--- src/hw/rtl/msp_pkg.sv ---
// ----------------------------------------------------------------------------
// Multi-stack shared pool package
// Field widths, action and status codes, defaults and the control command
// type shared by the controller, the datapath and the top level.
// ----------------------------------------------------------------------------
package msp_pkg;

    localparam int DEF_POOL_ENTRIES = 64;
    localparam int DEF_MAX_STACKS   = 8;

    localparam int ACTION_W   = 2;
    localparam int STACK_ID_W = 3;
    localparam int WORD_W     = 32;
    localparam int STATUS_W   = 2;
    localparam int SLOT_W     = 6;
    localparam int COUNT_W    = 7;
    localparam int CFG_W      = 4;

    localparam logic [CFG_W-1:0] CFG_RESET = 4'd8;

    localparam logic [ACTION_W-1:0] ACT_PUSH = 2'd0;
    localparam logic [ACTION_W-1:0] ACT_POP  = 2'd1;
    localparam logic [ACTION_W-1:0] ACT_PEEK = 2'd2;
    localparam logic [ACTION_W-1:0] ACT_SIZE = 2'd3;

    localparam logic [STATUS_W-1:0] ST_OK        = 2'd0;
    localparam logic [STATUS_W-1:0] ST_BAD_STACK = 2'd1;
    localparam logic [STATUS_W-1:0] ST_FULL      = 2'd2;
    localparam logic [STATUS_W-1:0] ST_EMPTY     = 2'd3;

    typedef struct packed {
        logic accept;
        logic execute;
    } t_cmd;

endpackage

--- src/hw/rtl/msp_ctrl.sv ---
// ----------------------------------------------------------------------------
// Multi-stack shared pool controller
// Two-state sequencer: takes a request, then executes it once the output
// register can take the result. Owns the handshakes on both channels.
// ----------------------------------------------------------------------------
module msp_ctrl (
    input  logic          i_clk,
    input  logic          i_rst_n,
    input  logic          i_valid,
    output logic          o_stall,
    output logic          o_valid,
    input  logic          i_stall,
    output msp_pkg::t_cmd o_cmd
);
    import msp_pkg::*;

    localparam logic S_IDLE = 1'b0;
    localparam logic S_EXEC = 1'b1;

    logic r_state;
    logic n_state;
    logic r_out_valid;
    logic n_out_valid;
    logic out_free;
    logic accept;
    logic execute;

    assign accept   = i_valid && (r_state == S_IDLE);
    assign out_free = !r_out_valid || !i_stall;
    assign execute  = (r_state == S_EXEC) && out_free;

    always_comb begin
        n_state = r_state;
        unique case (r_state)
            S_IDLE: if (accept) n_state = S_EXEC;
            S_EXEC: if (execute) n_state = S_IDLE;
            default: n_state = S_IDLE;
        endcase
        n_out_valid = execute || (r_out_valid && i_stall);
    end

    always_ff @(posedge i_clk) begin
        if (!i_rst_n) begin
            r_state     <= S_IDLE;
            r_out_valid <= 1'b0;
        end else begin
            r_state     <= n_state;
            r_out_valid <= n_out_valid;
        end
    end

    assign o_stall        = (r_state != S_IDLE);
    assign o_valid        = r_out_valid;
    assign o_cmd.accept   = accept;
    assign o_cmd.execute  = execute;

    a_accept_to_exec: assert property (@(posedge i_clk) disable iff (!i_rst_n)
        accept |=> (r_state == S_EXEC))
        else $error("accepted request did not enter execution");

    a_exec_gives_result: assert property (@(posedge i_clk) disable iff (!i_rst_n)
        execute |=> o_valid)
        else $error("executed request produced no result");

    a_exec_waits: assert property (@(posedge i_clk) disable iff (!i_rst_n)
        (r_state == S_EXEC) && !execute |=> (r_state == S_EXEC) && o_valid)
        else $error("request left execution without a free output register");

    a_no_overwrite: assert property (@(posedge i_clk) disable iff (!i_rst_n)
        execute |-> !(r_out_valid && i_stall))
        else $error("result overwritten while the receiver stalls");

endmodule

--- src/hw/rtl/msp_datapath.sv ---
// ----------------------------------------------------------------------------
// Multi-stack shared pool datapath
// Pool memories, free chain, stack tops and counts, and the result register.
// Memories are read at the accept edge and written at the execute edge.
// ----------------------------------------------------------------------------
module msp_datapath #(
    parameter int POOL_ENTRIES = msp_pkg::DEF_POOL_ENTRIES,
    parameter int MAX_STACKS   = msp_pkg::DEF_MAX_STACKS
) (
    input  logic                                 i_clk,
    input  logic                                 i_rst_n,
    input  msp_pkg::t_cmd                        i_cmd,
    input  logic                                 i_cfg_we,
    input  logic [msp_pkg::CFG_W-1:0]            i_cfg_data,
    input  logic [msp_pkg::ACTION_W-1:0]         i_action,
    input  logic [msp_pkg::STACK_ID_W-1:0]       i_stack_id,
    input  logic signed [msp_pkg::WORD_W-1:0]    i_push_value,
    output logic [msp_pkg::STATUS_W-1:0]         o_status,
    output logic signed [msp_pkg::WORD_W-1:0]    o_result_value,
    output logic [msp_pkg::SLOT_W-1:0]           o_top_slot,
    output logic [msp_pkg::COUNT_W-1:0]          o_stack_count
);
    import msp_pkg::*;

    localparam int LW          = $clog2(POOL_ENTRIES + 1);
    localparam int AW          = $clog2(POOL_ENTRIES);
    localparam int ID_SPAN     = 1 << STACK_ID_W;
    localparam int STACK_SLOTS = (MAX_STACKS < ID_SPAN) ? MAX_STACKS : ID_SPAN;
    localparam int IDX_W       = (STACK_SLOTS > 1) ? $clog2(STACK_SLOTS) : 1;
    localparam logic [LW-1:0] LINK_NULL = LW'(POOL_ENTRIES);

    logic [CFG_W-1:0]      r_cfg;
    logic [LW-1:0]         r_top [STACK_SLOTS];
    logic [LW-1:0]         r_size [STACK_SLOTS];
    logic [LW-1:0]         r_free_head;
    logic [LW-1:0]         r_fill_count;

    logic [WORD_W-1:0]     r_data_mem [POOL_ENTRIES];
    logic [LW-1:0]         r_link_mem [POOL_ENTRIES];
    logic [WORD_W-1:0]     r_data_rd;
    logic [LW-1:0]         r_link_rd;

    logic [ACTION_W-1:0]   r_action;
    logic [STACK_ID_W-1:0] r_sid;
    logic [WORD_W-1:0]     r_word;
    logic [LW-1:0]         r_cur_top;
    logic [LW-1:0]         r_cur_size;

    logic [STATUS_W-1:0]   r_status;
    logic [WORD_W-1:0]     r_value;
    logic [SLOT_W-1:0]     r_slot;
    logic [COUNT_W-1:0]    r_count;

    logic [IDX_W-1:0]      acc_idx;
    logic [IDX_W-1:0]      exe_idx;
    logic [LW-1:0]         acc_top;
    logic [AW-1:0]         data_ra;
    logic [AW-1:0]         link_ra;

    logic                  bad;
    logic                  full;
    logic                  empty;
    logic                  untouched;
    logic [LW-1:0]         push_link;

    logic [LW-1:0]         n_free_head;
    logic [LW-1:0]         n_fill_count;
    logic [LW-1:0]         n_top;
    logic [LW-1:0]         n_size;
    logic                  stack_we;
    logic                  data_we;
    logic                  link_we;
    logic [AW-1:0]         link_wa;
    logic [LW-1:0]         link_wd;
    logic [STATUS_W-1:0]   n_status;
    logic [WORD_W-1:0]     n_value;
    logic [SLOT_W-1:0]     n_slot;
    logic [COUNT_W-1:0]    n_count;

    // Stack numbers beyond the implemented stacks never index the arrays.
    assign acc_idx = (int'(i_stack_id) < STACK_SLOTS) ? i_stack_id[IDX_W-1:0] : '0;
    assign exe_idx = (int'(r_sid) < STACK_SLOTS) ? r_sid[IDX_W-1:0] : '0;
    assign acc_top = r_top[acc_idx];
    assign data_ra = acc_top[AW-1:0];
    assign link_ra = (i_action == ACT_PUSH) ? r_free_head[AW-1:0] : acc_top[AW-1:0];

    // Slots at or above the fill count were never linked since reset, so their
    // link is not used; the free chain goes on to the next slot, then to null.
    assign bad       = ({1'b0, r_sid} >= r_cfg) || (int'(r_sid) >= MAX_STACKS);
    assign full      = (r_free_head >= LINK_NULL);
    assign empty     = (r_cur_top >= LINK_NULL);
    assign untouched = (r_free_head >= r_fill_count);
    assign push_link = untouched ? (r_free_head + LW'(1)) : r_link_rd;

    always_comb begin
        n_free_head  = r_free_head;
        n_fill_count = r_fill_count;
        n_top        = r_cur_top;
        n_size       = r_cur_size;
        stack_we     = 1'b0;
        data_we      = 1'b0;
        link_we      = 1'b0;
        link_wa      = r_cur_top[AW-1:0];
        link_wd      = r_free_head;
        n_status     = ST_OK;
        n_value      = '0;
        n_slot       = '0;
        n_count      = '0;
        if (bad) begin
            n_status = ST_BAD_STACK;
        end else begin
            unique case (r_action)
                ACT_PUSH: begin
                    if (full) begin
                        n_status = ST_FULL;
                        n_count  = COUNT_W'(r_cur_size);
                    end else begin
                        data_we     = 1'b1;
                        link_we     = 1'b1;
                        link_wa     = r_free_head[AW-1:0];
                        link_wd     = r_cur_top;
                        stack_we    = 1'b1;
                        n_top       = r_free_head;
                        n_free_head = push_link;
                        if (untouched) begin
                            n_fill_count = r_fill_count + LW'(1);
                        end
                        if (r_cur_size != LINK_NULL) begin
                            n_size = r_cur_size + LW'(1);
                        end
                        n_value = r_word;
                        n_slot  = SLOT_W'(r_free_head);
                        n_count = COUNT_W'(n_size);
                    end
                end
                ACT_POP: begin
                    if (empty) begin
                        n_status = ST_EMPTY;
                    end else begin
                        link_we     = 1'b1;
                        stack_we    = 1'b1;
                        n_top       = r_link_rd;
                        n_free_head = r_cur_top;
                        if (r_cur_size != '0) begin
                            n_size = r_cur_size - LW'(1);
                        end
                        n_value = r_data_rd;
                        n_count = COUNT_W'(n_size);
                    end
                end
                ACT_PEEK: begin
                    if (empty) begin
                        n_status = ST_EMPTY;
                    end else begin
                        n_value = r_data_rd;
                        n_slot  = SLOT_W'(r_cur_top);
                        n_count = COUNT_W'(r_cur_size);
                    end
                end
                ACT_SIZE: begin
                    n_count = COUNT_W'(r_cur_size);
                end
                default: n_status = ST_OK;
            endcase
        end
    end

    always_ff @(posedge i_clk) begin
        if (!i_rst_n) begin
            r_cfg        <= CFG_RESET;
            r_free_head  <= '0;
            r_fill_count <= '0;
            for (int i = 0; i < STACK_SLOTS; i++) begin
                r_top[i]  <= LINK_NULL;
                r_size[i] <= '0;
            end
        end else begin
            if (i_cfg_we) begin
                r_cfg <= i_cfg_data;
            end
            if (i_cmd.execute) begin
                r_free_head  <= n_free_head;
                r_fill_count <= n_fill_count;
                if (stack_we) begin
                    r_top[exe_idx]  <= n_top;
                    r_size[exe_idx] <= n_size;
                end
            end
        end
    end

    always_ff @(posedge i_clk) begin
        if (i_cmd.accept) begin
            r_action   <= i_action;
            r_sid      <= i_stack_id;
            r_word     <= i_push_value;
            r_cur_top  <= acc_top;
            r_cur_size <= r_size[acc_idx];
            r_data_rd  <= r_data_mem[data_ra];
            r_link_rd  <= r_link_mem[link_ra];
        end
        if (i_cmd.execute) begin
            if (data_we) begin
                r_data_mem[r_free_head[AW-1:0]] <= r_word;
            end
            if (link_we) begin
                r_link_mem[link_wa] <= link_wd;
            end
            r_status <= n_status;
            r_value  <= n_value;
            r_slot   <= n_slot;
            r_count  <= n_count;
        end
    end

    assign o_status       = r_status;
    assign o_result_value = r_value;
    assign o_top_slot     = r_slot;
    assign o_stack_count  = r_count;

    a_fill_bounded: assert property (@(posedge i_clk) disable iff (!i_rst_n)
        r_fill_count <= LINK_NULL)
        else $error("fill count ran past the pool size");

    a_push_takes_head: assert property (@(posedge i_clk) disable iff (!i_rst_n)
        i_cmd.execute && data_we |=> (r_free_head != $past(r_free_head)))
        else $error("push did not advance the free chain");

    a_pop_frees_top: assert property (@(posedge i_clk) disable iff (!i_rst_n)
        i_cmd.execute && !bad && (r_action == ACT_POP) && !empty
        |=> (r_free_head == $past(r_cur_top)))
        else $error("popped slot not returned to the free chain head");

endmodule

--- src/hw/rtl/multi_stack_shared_pool_top.sv ---
// ----------------------------------------------------------------------------
// Multi-stack shared pool
// Up to eight stacks share one pool of entries linked through a free chain.
//
// Requests arrive on i_valid/o_stall with i_action, i_stack_id and
// i_push_value; one result per request leaves on o_valid/i_stall with
// o_status, o_result_value, o_top_slot and o_stack_count. A transfer happens
// at a rising edge with valid high and stall low.
// At the accept edge a request reads the pool data and link memories; at the
// execute edge it writes them back and loads the result register, and the
// result is valid from then on. A new request is accepted only once the
// previous one has executed. When the receiver stalls, the result register
// holds; one more request is accepted and waits in execution until the
// register is free. Reset empties all stacks, chains the pool in slot order
// and sets the stack limit to eight. i_cfg_we writes the limit; the user must
// do so only while the block is idle, which the block does not enforce.
// ----------------------------------------------------------------------------
module multi_stack_shared_pool_top #(
    parameter int POOL_ENTRIES = msp_pkg::DEF_POOL_ENTRIES,
    parameter int MAX_STACKS   = msp_pkg::DEF_MAX_STACKS
) (
    input  logic                                 i_clk,
    input  logic                                 i_rst_n,
    input  logic                                 i_cfg_we,
    input  logic [msp_pkg::CFG_W-1:0]            i_cfg_data,
    input  logic                                 i_valid,
    output logic                                 o_stall,
    input  logic [msp_pkg::ACTION_W-1:0]         i_action,
    input  logic [msp_pkg::STACK_ID_W-1:0]       i_stack_id,
    input  logic signed [msp_pkg::WORD_W-1:0]    i_push_value,
    output logic                                 o_valid,
    input  logic                                 i_stall,
    output logic [msp_pkg::STATUS_W-1:0]         o_status,
    output logic signed [msp_pkg::WORD_W-1:0]    o_result_value,
    output logic [msp_pkg::SLOT_W-1:0]           o_top_slot,
    output logic [msp_pkg::COUNT_W-1:0]          o_stack_count
);
    import msp_pkg::*;

    t_cmd cmd;

    msp_ctrl u_ctrl (
        .i_clk   (i_clk),
        .i_rst_n (i_rst_n),
        .i_valid (i_valid),
        .o_stall (o_stall),
        .o_valid (o_valid),
        .i_stall (i_stall),
        .o_cmd   (cmd)
    );

    msp_datapath #(
        .POOL_ENTRIES (POOL_ENTRIES),
        .MAX_STACKS   (MAX_STACKS)
    ) u_datapath (
        .i_clk          (i_clk),
        .i_rst_n        (i_rst_n),
        .i_cmd          (cmd),
        .i_cfg_we       (i_cfg_we),
        .i_cfg_data     (i_cfg_data),
        .i_action       (i_action),
        .i_stack_id     (i_stack_id),
        .i_push_value   (i_push_value),
        .o_status       (o_status),
        .o_result_value (o_result_value),
        .o_top_slot     (o_top_slot),
        .o_stack_count  (o_stack_count)
    );

endmodule

--- config.mk ---
export PLATFORM = sky130hd
export DESIGN_NAME = multi_stack_shared_pool_top
export DESIGN_NICKNAME = d
export VERILOG_FILES = /design/src/hw/rtl/msp_pkg.sv /design/src/hw/rtl/msp_ctrl.sv /design/src/hw/rtl/msp_datapath.sv /design/src/hw/rtl/multi_stack_shared_pool_top.sv
export SDC_FILE = /design/constraint.sdc
export NUM_CORES = 2
export LEC_CHECK = 0
export ABC_AREA = 1
export BUFFER_PORTS_ARGS = -buffer_cell sky130_fd_sc_hd__buf_2
export CORE_MARGIN = 1
export CORE_UTILIZATION = 57
export DETAILED_ROUTE_END_ITERATION = 6
export GPL_ROUTABILITY_DRIVEN = 0
export PLACE_DENSITY_LB_ADDON = 0.15
export SYNTH_ARGS = -nofsm -noshare
export SYNTH_HDL_FRONTEND = slang
export SYNTH_HIERARCHICAL = 1
export SYNTH_SLANG_ARGS = --single-unit
export TNS_END_PERCENT = 5
--- constraint.sdc ---
create_clock -name i_clk -period 5.2 [get_ports i_clk]
set_clock_uncertainty 0.1 [all_clocks]
set_input_delay 0.52 -clock i_clk [delete_from_list [all_inputs] [get_ports i_clk]]
set_output_delay 0.52 -clock i_clk [all_outputs]
set_load 0.02 [all_outputs]
## Word level (Yosys, flattened, before mapping)

Memories as Yosys holds them, arrays and structs flattened. A register that Yosys moved wholly into a read port is not among the register bits.
Cells that the tools add are included.

| word-level totals | value |
|---|---|
| register bits | 111 |
| bits in writable memories | 2608 |
| input bits | 46 |
| output and inout port bits | 49 |
| logic and storage cells | 107 |
| memories kept | 4 |

| operators by class | value |
|---|---|
| add/sub/neg operators | 4 |
| magnitude comparators | 4 |
| eq/ne operators | 6 |
| mux-type cells | 57 |
| bitwise gates (word level) | 3 |
| reduce and logical (&&, ||, !) cells | 16 |

Memories:

| memory | depth | width | rd ports | clocked after Yosys merged registers in | write ports | line | RTL |
|---|---|---|---|---|---|---|---|
| u_datapath.r_data_mem | 64 | 32 | 1 | 1 | 1 | msp_datapath.sv:38 | `logic [WORD_W-1:0] r_data_mem [POOL_ENTRIES];` |
| u_datapath.r_link_mem | 64 | 7 | 1 | 1 | 1 | msp_datapath.sv:39 | `logic [LW-1:0] r_link_mem [POOL_ENTRIES];` |
| u_datapath.r_size | 8 | 7 | 1 | 1 | 8 | msp_datapath.sv:34 | `logic [LW-1:0] r_size [STACK_SLOTS];` |
| u_datapath.r_top | 8 | 7 | 1 | 0 | 8 | msp_datapath.sv:33 | `logic [LW-1:0] r_top [STACK_SLOTS];` |

Operators with widths:

| operator | number |
|---|---|
| $mux 7 | 18 |
| $mux 32 | 2 |
| $pmux 32 s2 | 1 |
| $pmux 7 s2 | 3 |
| $mux 6 | 6 |
| $pmux 7 s4 | 1 |
| $add 7x1->7 const B | 3 |
| $mux 1 | 18 |
| $ge 7x7->1 const B | 2 |
| $reduce_or 7->1 | 2 |
| $pmux 6 s2 | 1 |
| $reduce_and 5->1 | 2 |
| $ge 7x7->1 | 1 |
| $ne 7x7->1 const B | 1 |
| $reduce_bool 7->1 | 1 |
| $sub 7x1->7 const B | 1 |
| $mux 3 | 2 |
| $eq 2x2->1 const B | 2 |
| $ge 3x4->1 | 1 |
| $logic_not 2->1 | 2 |
| $mux 2 | 2 |
| $ne 2x2->1 const B | 2 |
| $pmux 1 s2 | 2 |
| $pmux 2 s2 | 1 |
| 7 further kinds | 13 |

## Logic depth before layout (Yosys ltp)

| logic depth | value |
|---|---|
| depth after elaboration | 10 |
| mapped depth | 18 |
| depth with buffers taken out | 16 |

## Cells and area by module

Netlist, hierarchy kept.

Modules (own cells, without submodules):

| module | times used | cells an instance | area each (um^2) | seq. area each (um^2) |
|---|---|---|---|---|
| msp_datapath | 1 | 9550 | 114056.9 | 82789.4 |
| msp_ctrl | 1 | 12 | 95.1 | 40.0 |

## Worst setup path before layout

OpenSTA, ideal clock, no wires.

| timing path | value |
|---|---|
| kind | reg-to-reg |
| from | register u_datapath.r_sid[1], in the netlist u_datapath/exe_idx[1] |
| to | memory u_datapath.r_data_mem[40][0], enable pin |
| library setup time | 503 ps |
| data arrival time | 4676 ps |
| required time | 4597 ps |
| path slack | -79 ps |
| stages on the path, launching flop included | 10 |
| path buffers | 0 |
| clock period less this slack | 5279 ps |
| cell sequence | edfxtp_1 > ha_1 > inv_1 > nor2_1 > nor2_1 > a2bb2oi_1 > nand2_2 > nor2_1 > nand4_1 > nor4_1 |

| between the ends | value |
|---|---|
| longest elaborated chain between the ends | 5 |

Ends and longest elaborated chain:

| element | line | RTL |
|---|---|---|
| start, declared | msp_datapath.sv:44 | `logic [STACK_ID_W-1:0] r_sid;` |
| start signal, assigned | msp_datapath.sv:195 | `r_sid <= i_stack_id;` |
| $ge 3x4->1 | msp_datapath.sv:89 | `assign bad = ({1'b0, r_sid} >= r_cfg) \|\| (int'(r_sid) >= MAX_STACKS);` |
| $mux 1 | msp_datapath.sv:109 | `if (bad) begin` |
| $mux 1 | msp_datapath.sv:203 | `if (data_we) begin` |
| $mux 1 | msp_datapath.sv:202 | `if (i_cmd.execute) begin` |
| $mux 1 (implied by the code) | msp_datapath.sv:204 | `r_data_mem[r_free_head[AW-1:0]] <= r_word;` |
| end, declared | msp_datapath.sv:38 |  |

No other way between the ends.

==> impl_metrics.csv <==
group,metric,value,unit
logic_synthesis,yosysSeqAreaShare,72.56,%
logic_synthesis,async_reset_ff_share,0,%
logic_synthesis,netlist-cell-type-count,42,
logic_synthesis,yosysWarnings,6,
hold_path,hp-class,"in -> reg",
setup_path,crit_path_max_incr_delay,0.77,ns
logic_synthesis,yosys.area.top_type,"edfxtp_1",
setup_path,critical_path_class,"reg -> reg",
grt,antenna_found_initial,17,
timing,drv_slew,0,
timing,setup-tns-final,0,ns
pwr,power,49.93,mW
setup_path,cp_common_cell,"nor2_1",
setup_path,required,5.70,ns
pwr,power.leakage,46.00,nW
clock_network,path_clk_slew,0.06,ns
hold_path,hold_start,"i_push_value[2]",
logic_synthesis,synthCells,9562,
setup_path,path_buf_inv,4,
logic_synthesis,synth_simple_gate_area_share,12.88,%
cells_and_area,areaGrowthSynthToFinish,11.68,%
routing,wl_per_cell,26.09,um
logic_synthesis,synth_ff_type,"edfxtp_1",
clock_network,clock_path_buffers,4,
timing,max_freq,233.3,MHz
setup_path,start_kind,"register",
logic_synthesis,synth-seq-cells,2765,
logic_synthesis,synth_top_family_by_area,"simple AND/OR/NAND/NOR gates",
grt,grt_pass1_vias,72775,
logic_synthesis,synth_fa_ha_area_share,0.2083,%
cells_and_area,postLayoutCoreUtil,64.31,%
setup_path,rr_worst_depth,13,
floorplan,die_h,449.5,um
routing,drt_iter0_drc,10762,
logic_synthesis,postSynthAreaPerCell,11.94,um^2
clock_network,cts_made_buffers,297,
run_status,outcome,"finished, violations left",
floorplan,dieArea,202100,um^2
routing,vias,76637,
pwr,vdd_ir_drop_max,0.4060,mV
setup_path,crit_fanout,18,
place,place_area,118200,um^2
routing,via_per_inst,6.133,
setup_path,arrival,4.79,ns
logic_synthesis,synth_compound_area_share,8.381,%
timing,rsz0062_at_grt,"false",
setup_path,cp_slowest_cell,"a21oi_1",
logic_synthesis,synthMuxAreaShare,0,%
routing,drt_pass1_iterations,7,
setup_path,startpoint,"u_datapath/exe_idx[1]",
clock_network,post_cts_resized,0,
logic_synthesis,netlist_top_cells_area,"edfxtp_1, nand3_1, nand2_1",
timing,period_share,82.44,%
logic_synthesis,synth_top_area_share,72.21,%
routing,antenna_left,0,
floorplan,num_rows,163,
place,port_buffers,94,
grt,grt_max_degree,174,
logic_synthesis,synth_edf_count,2745,
timing,finalSetupViolCount,0,
timing,hold_viol_final,0,
logic_synthesis,synthesis.nets,9627,
grt,grt_util_all_layers,31.88,%
clock_network,tritoncts,"built",
floorplan,initial_core_util,57.58,%
cells_and_area,final_layout_size_suffix_gt1_share,8.354,%
logic_synthesis,syn_area,114200,um^2
cells_and_area,fillerInstances,14728,
clock_network,cts_num_sinks,2765,
floorplan,die_w,449.5,um
floorplan,core_area,198200,um^2
clock_network,htreeDepth,5,
clock_network,root_buffer,"clkbuf_16",
setup_path,r2r_start,"u_datapath/exe_idx[1]",
cells_and_area,design_area,127500,um^2
grt,grt_pass1_wl,476100,um
logic_synthesis,synth-xor-area-share,0.04604,%
routing,wl,326000,um
hold_path,whs_path_depth,2,
routing,drc,11,
timing,min_period,4.287,ns
setup_path,endpoint_kind,"register",
setup_path,crit_chain,"ha_1, inv_1, nor2_1, nor2_1, a2bb2oi_1, nand2_2, buf_4, a21oi_1, inv_1, nor2_1, inv_1, a21oi_1, nor2_1",
cells_and_area,nNetsFinal,9717,
pwr,power_density,391.7,nW/um^2
timing,tightest_slew,1.364,ns
setup_path,path_depth,13,
flow_run,max_cap_violations,0,
clock_network,clock_latency,0.94,ns
place,dp_hpwl,186400,um
grt,grt.overflow.total,0,
timing,maxSlewHeadroom,9.045,%
run_status,violations,"DRC",
floorplan,pin_count,95,
setup_path,crit_family,"compound AO/OA/AOI/OAI gates",
[sequential cells by signal, indices dropped and copies added (netlist names), 32 cells and up]
signal and count:
u_datapath/r_data_rd 32, u_datapath/r_size 56, u_datapath/r_data_mem 2048, u_datapath/o_result_value 32
u_datapath/r_link_mem 448, u_datapath/r_word 32, u_datapath/r_top 56
[layer usage]
layer	vias to the layer above	GRT usage, %	part of all wire [%]
li1	34016	-	-
met1	37481	44.52	39
met2	4434	47.57	45
met3	696	7.942	12
met4	10	14.24	4.7
met5	-	0	0.022
[through the flow]
stage	hold WS (ns)	cells	setup WS, ns
after floorplan	0.3397	9562	-0.07903
after global placement	0.3711	11938	0.7260
after detailed placement	0.3684	11938	0.7240
after CTS	0.1420	12489	1.103
after global routing	0.1743	12492	0.7162
final	0.1957	12496	0.9130
[cell type report]
cell class / instances / area, um^2 / area share [%]
inverters: 1031 / 3897 / 3.057
repair buffers: 394 / 3501 / 2.746
multi-input cells: 5163 / 25230 / 19.79
flip-flops and latches: 2765 / 82830 / 64.97
diodes: 5 / 12.51 / 0.009815
well taps: 2640 / 3303 / 2.591
clock inverters: 132 / 837.1 / 0.6566
clock buffers: 366 / 7871 / 6.174
[synthesized netlist by cell type (25+ instances only)]
| master | n |
|---|---|
| clkbuf_1 | 237 |
| inv_1 | 1018 |
| a21oi_1 | 460 |
| o21ai_1 | 137 |
| nand3b_1 | 26 |
| buf_1 | 32 |
| o211ai_1 | 232 |
| nand2_1 | 1261 |
| o21ai_0 | 893 |
| buf_2 | 285 |
| edfxtp_1 | 2745 |
| nor2_1 | 561 |
| buf_6 | 25 |
| nand3_1 | 1474 |
[cells by family after synthesis]
logic type / count (synthesis)
simple gates: 3366
flops: 2765
compound gates: 1772
buf+inv: 1634
fa+ha+maj: 19
xor+xnor: 6
[repair_timing]
action                    CTS  global route
hold endpoints to repair   45             0
buffers inserted            0             0
hold buffers               53             0
[final timing paths]
check                               end  slack, ns
max             u_datapath/r_size[4][0]       0.91
min                u_datapath/r_word[2]       0.20
max reg2reg     u_datapath/r_size[4][0]       0.91
min reg2reg  u_datapath/r_fill_count[4]       0.39
[cells in the final DEF (no fill, tap or decap), types with 196 or more instances in the layout]
master / netlist / layout
a21oi_1: 460 / 460
buf_4: 24 / 196
clkbuf_16: 0 / 305
edfxtp_1: 2745 / 2745
inv_1: 1018 / 1016
nand2_1: 1261 / 1257
nand3_1: 1474 / 1474
nor2_1: 561 / 504
o211ai_1: 232 / 232
o21ai_0: 893 / 887
[where the power goes]
group	internal [mW]	total (mW)	leakage, nW	switching [mW]
registers	24.8	24.9	25.2	0.124
logic	1.35	5.58	16.5	4.23
clock network	11.1	19.4	4.27	8.28
No activity file was read; power rests on OpenSTA's default activity.
